File: src/sv/kfls_pkg.sv
// Shared types and constants of the keyframe linear sampler.
// Used by every module; depends on nothing.
package kfls_pkg;

  localparam int MAX_KEYS = 64;
  localparam int IDX_W = $clog2(MAX_KEYS);
  localparam int CNT_W = $clog2(MAX_KEYS + 1);
  localparam int ITER_W = 5;
  localparam int FRAC_W = 31;

  localparam logic [1:0] KIND_CLEAR = 2'd0;
  localparam logic [1:0] KIND_APPEND = 2'd1;

  localparam logic [1:0] ST_SAMPLED = 2'd0;
  localparam logic [1:0] ST_ACCEPTED = 2'd1;
  localparam logic [1:0] ST_FULL = 2'd2;
  localparam logic [1:0] ST_CLEARED = 2'd3;

  typedef struct packed {
    logic signed [31:0] t;
    logic signed [31:0] x;
    logic signed [31:0] y;
    logic signed [31:0] z;
  } key_t;

  typedef struct packed {
    logic start;
    logic step;
  } lane_ctl_t;

endpackage

File: src/sv/kfls_lane.sv
// One value lane of the blend: bit-serial multiply of the difference by the
// fraction, then rounding, add and saturation. Depends on kfls_pkg.
module kfls_lane (
  input  logic                         clk,
  input  kfls_pkg::lane_ctl_t          ctl,
  input  logic [kfls_pkg::FRAC_W-1:0]  frac,
  input  logic                         num_neg,
  input  logic signed [31:0]           a,
  input  logic signed [31:0]           b,
  output logic signed [31:0]           result
);

  logic [62:0] acc;
  logic [32:0] dmag;
  logic [kfls_pkg::FRAC_W-1:0] fr;
  logic neg;
  logic [32:0] diff;
  logic [63:0] rnd;
  logic [35:0] qx;
  logic signed [35:0] sum;

  assign diff = {b[31], b} - {a[31], a};

  always_ff @(posedge clk) begin
    if (ctl.start) begin
      dmag <= diff[32] ? (33'd0 - diff) : diff;
      neg <= num_neg ^ diff[32];
      acc <= '0;
      fr <= frac;
    end else if (ctl.step) begin
      acc <= {acc[61:0], 1'b0} + (fr[kfls_pkg::FRAC_W-1] ? {30'd0, dmag} : 63'd0);
      fr <= {fr[kfls_pkg::FRAC_W-2:0], 1'b0};
    end
  end

  always_comb begin
    rnd = {1'b0, acc} + 64'd536870912;
    qx = {2'b00, rnd[63:30]};
    sum = signed'({{4{a[31]}}, a}) + signed'(neg ? (36'd0 - qx) : qx);
    if (sum > 36'sd2147483647) begin
      result = 32'sh7fffffff;
    end else if (sum < -36'sd2147483648) begin
      result = 32'sh80000000;
    end else begin
      result = sum[31:0];
    end
  end

endmodule

File: config.mk
export PLATFORM = sky130hd
export DESIGN_NAME = kfls_lane
export DESIGN_NICKNAME = d
export VERILOG_FILES = /design/src/sv/kfls_pkg.sv /design/src/sv/kfls_lane.sv
export SDC_FILE = /design/constraint.sdc
export NUM_CORES = 1
export LEC_CHECK = 0
export BUFFER_PORTS_ARGS = -buffer_cell sky130_fd_sc_hd__buf_2
export CORE_MARGIN = 5
export CORE_UTILIZATION = 44
export CTS_BUF_LIST = sky130_fd_sc_hd__clkbuf_4 sky130_fd_sc_hd__clkbuf_8 sky130_fd_sc_hd__clkbuf_16
export CTS_CLUSTER_DIAMETER = 100
export DETAILED_ROUTE_END_ITERATION = 8
export HOLD_SLACK_MARGIN = 0.06
export PLACE_DENSITY_LB_ADDON = 0.25
export SLEW_MARGIN = 15
export SYNTH_ARGS = -nofsm -noshare
export SYNTH_HDL_FRONTEND = slang
export SYNTH_SLANG_ARGS = --single-unit
File: constraint.sdc
create_clock -name clk -period 7.9 [get_ports clk]
set_clock_uncertainty 0.1 [all_clocks]
set_input_delay 0.395 -clock clk [delete_from_list [all_inputs] [get_ports clk]]
set_output_delay 0.395 -clock clk [all_outputs]
set_load 0.03 [all_outputs]
Word-level counts from Yosys, hierarchy flattened --
Cells that the tools add are included. Widths: inputs -> output; s select.
Operators by class: add/sub/neg operators 6, $lt $le $gt $ge 2, muxes and demuxes 7, bitwise operators 1, reductions and logical operators 1
Operators with widths (count):
- $mux 32 | 3
- $add 63x30->64 const B | 1
- $add 63x33->63 | 1
- $mux 31 | 2
- $add 32x36->36 | 1
- $gt 36x32->1 const B | 1
- $lt 36x32->1 const B | 1
- $mux 36 | 1
- $sub 1x34->35 const A | 1
- $mux 33 | 1
- $sub 1x33->33 const A | 1
- $sub 32x32->33 | 1
- $reduce_bool 2->1 | 1
- $xor 1x1->1 | 1
Word-level totals: bits in registers 128, input bits 99, output and inout port bits 32, logic and storage cells 22

Longest topological paths before layout --
depth after elaboration 7, gate-level depth with buffers 25, depth with buffers taken out 21

Worst setup path before layout --
OpenSTA, ideal clock, no wires.
path kind register -> output, start reg acc[35], end out result[28], data arrival time 6.024 ns, data required time 7.405 ns, setup slack 1.381 ns, cell stages (with the launch flop) 24, path through dfxtp_1 buf_2 nand4_2 or3_1 clkbuf_1 or4_1 xnor2_1 or3_1 or3b_2 nor2_1 nand2b_1 o21ai_0 xor2_1 ha_1 clkbuf_1 a21o_1 a21oi_1 o21ai_0 a31oi_1 mux2_2 a311oi_1 a41oi_1 clkbuf_1 o21ai_0
Between the ends: word-level cells in the longest chain between the ends 7, elaborated cells on any way between the ends 8, classes of those cells add/sub (3); order compare (2); mux (3)
RTL lines:
- start, declared | RTL line kfls_lane.sv:13 | logic [62:0] acc;
- start signal, assigned | RTL line kfls_lane.sv:31 | acc <= {acc[61:0], 1'b0} + (fr[kfls_pkg::FRAC_W-1] ? {30'd0, dmag} : 63'd0);
- $add 63x30->64 * | RTL line kfls_lane.sv:37 | rnd = {1'b0, acc} + 64'd536870912;
- $sub 1x34->35 | RTL line kfls_lane.sv:39 | sum = signed'({{4{a[31]}}, a}) + signed'(neg ? (36'd0 - qx) : qx);
- $mux 36 * | RTL line kfls_lane.sv:39
- $add 32x36->36 * | RTL line kfls_lane.sv:39
- $lt 36x32->1 | RTL line kfls_lane.sv:42 | end else if (sum < -36'sd2147483648) begin
- $mux 32 | RTL line kfls_lane.sv:42
- $mux 32 * | RTL line kfls_lane.sv:40 | if (sum > 36'sd2147483647) begin
- end, declared | RTL line kfls_lane.sv:10 | output logic signed [31:0] result
Mark *: on every way between the ends. The rest lies on a longest branch, timed or not.

Final worst setup path --
start reg acc[32], end out result[29]
The elaborated chain is that of the path after synthesis.

==> flow_results.org <==
** Outcome
- Outcome :: completed

** Clock network
- For the worst-skew pair, the clock arrives at the later sink with an insertion delay of 0.42 ns.
- No sink is reached through more buffers than the 2 on the longest clock path.
- After clock tree synthesis, the clock-pin slew on the worst setup and hold paths is 0.06 ns.
- Counting the buffers created by CTS gives 17.
- TritonCTS clock tree :: yes
- Clk Tree Root Cell :: sky130_fd_sc_hd__clkbuf_16
- H-tree level count :: 4
- CTS saw around 130 sinks.

** Global routing
- Overall global routing resource usage :: 21.3%
- In the global route stage, met3 resource usage came out at 2.79%.
- Met1 global-route usage :: 32.1%
- Most crowded layer after global routing :: met1
- The first global-routing pass estimated 59.3 mm of wire.
- In the global route stage, met2 resource usage came out at 31.9%.
- The initial antenna violation count is 3.
- Largest net degree at the start of global routing :: 60
- The number of global-route vias before repair is 11,383.
- For this run the aggregate overflow at the end of global routing stands at 0.

** Job
- Max-cap violations in this run came to 0.

** Pwr
- Summed over all cells, the static leakage comes to about 6.4 nW.
- Power density relative to cell area :: 239 nW/um2
- Worst ir drop on vdd :: 0.269 mV
- Switch Pwr :: 1.60 mW
- Total internal power :: 1.99 mW
- The design draws 3.59 mW.
- Per report_power, the clock group accounts for 21.3% of the total.
- The share of total power dissipated in sequential elements is 23.9%.
- Logic gate share of total power :: 54.8%
- Switching power share of the total :: 44.6%

** STA
- Static timing analysis puts the maximum clock frequency at 135 MHz.
- Transition time at the pin with the least slew margin :: 0.977 ns
- For the finished layout, the period the worst path requires is 7.43 ns.
- The max-slew violation count is 0.
- Period Utilization, post-route :: 94.0%
- Final Hold Violating Endpoints :: 0
- Minimum setup slack in the final design :: 0.472 ns
- Setup repair after global routing left no endpoint under its margin.
- Headroom to the max-slew limit :: 34.9%
- # setup viols final :: 0
- Summed over all failing endpoints, the final setup total negative slack is 0 ns.

** Logic synthesis
- The synthesized netlist occupies a cell area of 13,500 um2.
- After synthesis, the share of flip-flops with an asynchronous set or reset is 0%.
- Number of flops mapped to enable cells by yosys :: 65
- Mean area per synthesized cell :: 7.93 um2
- In this run, synthesis produced a sequential element count of 128.
- The synthesized netlist contains 83 unique library cells.
- During synthesis, Yosys emitted a total of 0 warnings.
- Net Count, Synth :: 1,906
- For this run, the register share of the synthesized area comes to a little under a quarter.
- Primary FF master, synth :: sky130_fd_sc_hd__edfxtp_1
- Mapped Cells :: approximately 1,700

** Layout
- Summing all multi-input logic gate instances after layout gives just under 10,000 um2.
- Share of cells above drive strength 1 :: 14.1%
- Commonest cells after routing, fill and taps aside :: sky130_fd_sc_hd__nor2_1, sky130_fd_sc_hd__xnor2_1, sky130_fd_sc_hd__a21oi_1
- The number of antenna diodes in the final layout is 0.
- Fill cells :: approximately 3,000
- Register area :: 3210 um2
- Most common library cell in the layout ignoring fill and taps :: sky130_fd_sc_hd__nor2_1
- After the last flow step, the layout net total stands at 1,970.
- Relative to the synthesized area, the layout overhead comes to 11.3%.

** Floorplan
- Die extent in y :: ~190 um
- Die Footprint :: 34,300 um2
- Site row count :: 64
- During I/O placement, the number of pins put on the boundary was about 130.
- From left edge to right edge, the die measures 185 um.
- The total area inside the core boundary comes to 30,400 um2.
- Starting utilization of the core area :: between 40% and 50%

** Worst setup path
- By startpoint and endpoint, the worst setup path is classified as flip-flop to output pin.
- Crit path capture type :: output pin
- Worst Path Required :: 7.40 ns
- The worst setup path is launched from a flip-flop.
- Of all nets on the critical path, the largest fanout is 14.
- Data arrival at the endpoint of the critical path :: 6.93 ns

** Place
- Prior to clock tree synthesis, the placed netlist has a worst setup slack of 0.637 ns.
- HPWL reported at the end of detailed placement :: 29.3 mm
- Final estimated routing congestion in global placement :: 0.920
- Count of input and output buffers :: between 100 and 150

** Route
- Via density per instance :: between 5 and 6
- The final layout contains routed wiring with a total length of around 37 mm.
- Vias :: about 13,000
- For this run, the detailed router's first-pass iteration total came to 5.
- Violation count after the first detailed-routing iteration :: 1,109
- Remaining antenna violation count :: 0
- In the final routed layout, each cell accounts on average for 17.2 um.
- Residual DRC :: 0

** Min path
- The tightest min-delay check is of the input pin to flip-flop type.
==> power groups by stage <==
stage,logic [mW],clock network [mW],registers [mW]
after floorplan,1.45,0,0.843
after global placement,1.88,0,0.869
after detailed placement,1.88,0,0.873
after CTS,1.90,0.783,0.859
after global routing,2.14,0.813,0.870
final,1.97,0.765,0.859
==> through the flow <==
| stage | cell area, um2 | util (%) | hold slack (ns) | instances |
|---|---|---|---|---|
| 2_1_floorplan | 13500 | - | 0.332 | 1701 |
| 3_3_place_gp | 14300 | 47.1 | 0.345 | 2138 |
| 3_5_place_dp | 14300 | 47.1 | 0.354 | 2138 |
| 4_1_cts | 14900 | 49.0 | 0.154 | 2170 |
| 5_1_grt | 15000 | 49.3 | 0.160 | 2174 |
| 6_report | 15000 | 49.3 | 0.172 | 2174 |
==> worst paths after layout <==
| check | cells past startpoint | slack (ns) | startpoint | end |
|---|---|---|---|---|
| setup / recovery | 23 | 0.47 | acc[32] | result[29] |
| hold / removal | 2 | 0.17 | frac[0] | fr[0] |
| setup reg to reg | 15 | 3.23 | fr[30] | acc[59] |
| hold reg to reg | 2 | 0.36 | acc[20] | acc[20] |
==> sequential cells by signal (all words and copies together), names as in the netlist <==
| register | flops |
|---|---|
| fr | 31 |
| dmag | 33 |
| neg | 1 |
| acc | 63 |
==> worst max-delay path, cell delays in order (launching register included) <==
cell and delay [ns]:
sky130_fd_sc_hd__dfxtp_1 0.62, sky130_fd_sc_hd__and3_1 0.26, sky130_fd_sc_hd__nand3_1 0.09, sky130_fd_sc_hd__buf_4 0.21, sky130_fd_sc_hd__mux2_2 0.27, sky130_fd_sc_hd__o22a_1 0.24
sky130_fd_sc_hd__or3_1 0.41, sky130_fd_sc_hd__or3_1 0.38, sky130_fd_sc_hd__or2_1 0.31, sky130_fd_sc_hd__o31ai_1 0.31, sky130_fd_sc_hd__xnor2_1 0.20, sky130_fd_sc_hd__ha_1 0.31
sky130_fd_sc_hd__a21o_1 0.19, sky130_fd_sc_hd__a21o_1 0.17, sky130_fd_sc_hd__a21oi_1 0.17, sky130_fd_sc_hd__o22ai_1 0.10, sky130_fd_sc_hd__or4_1 0.51, sky130_fd_sc_hd__a21oi_1 0.32
sky130_fd_sc_hd__o21ai_0 0.22, sky130_fd_sc_hd__xor2_2 0.41, sky130_fd_sc_hd__a41oi_4 0.18, sky130_fd_sc_hd__buf_4 0.21, sky130_fd_sc_hd__o21ai_0 0.18, sky130_fd_sc_hd__buf_2 0.23
==> per-layer routing <==
layer / up-vias / share of wire [%]
met3: 46 / 5.4
met4: 6 / 2.0
met1: 5859 / 50
met2: 391 / 43
met5: - / 0.11
li1: 6254 / -
==> timing repair <==
action	in CTS	in global routing
buffers inserted	0	3
endpoints found under the setup margin	0	30
resized for setup	0	5
hold buffers	0	0
==> area by class of cell <==
type | instances | area share (%)
clock inverter | 15 | 1.00
tap | 396 | 3.30
multi-input combinational | 1399 | 64.5
inverter | 75 | 1.87
timing repair buffer | 144 | 5.13
clock buffer | 17 | 2.83
sequential | 128 | 21.4
==> synth_stat cells (14+ instances only) <==
cell type                  count  area, um2
sky130_fd_sc_hd__mux2_2       34        383
sky130_fd_sc_hd__nand4_1      28        175
sky130_fd_sc_hd__mux2i_1      21        210
sky130_fd_sc_hd__xor2_1       63        552
sky130_fd_sc_hd__dfxtp_1      63       1260
sky130_fd_sc_hd__nand2_1     128        480
sky130_fd_sc_hd__a21oi_1     134        671
sky130_fd_sc_hd__ha_1        103       1290
sky130_fd_sc_hd__a31oi_1      19        119
sky130_fd_sc_hd__nand3_1      55        275
sky130_fd_sc_hd__o21ai_0     116        581
sky130_fd_sc_hd__nor2_1      142        533
sky130_fd_sc_hd__nor3_1       31        155
sky130_fd_sc_hd__a211oi_1     14        105
sky130_fd_sc_hd__a21o_1       68        510
sky130_fd_sc_hd__or3_1        14       87.6
sky130_fd_sc_hd__o21bai_1     15        113
sky130_fd_sc_hd__inv_1        75        282
sky130_fd_sc_hd__nor2b_1      18        113
sky130_fd_sc_hd__and2_1       42        263
sky130_fd_sc_hd__o31ai_1      16        120
sky130_fd_sc_hd__edfxtp_1     65       1950
sky130_fd_sc_hd__xnor2_1     140       1230
sky130_fd_sc_hd__clkbuf_1     80        300
==> logic make-up (layout without fill, tap and decap cells) <==
| family | count (synthesis) | count (layout) | share of synthesized area [%] |
|---|---|---|---|
| and+or+nand+nor | 549 | 549 | 20.5 |
| muxes | 55 | 55 | 4.40 |
| adders and majority gates | 106 | 106 | 10.0 |
| DFF | 128 | 128 | 23.8 |
| AOI/OAI and AO/OA | 484 | 485 | 23.0 |
| buffers and inverters | 175 | 251 | 5.04 |
| xor gates and xnor gates | 204 | 204 | 13.3 |
Power figures use the tool's default switching activity.
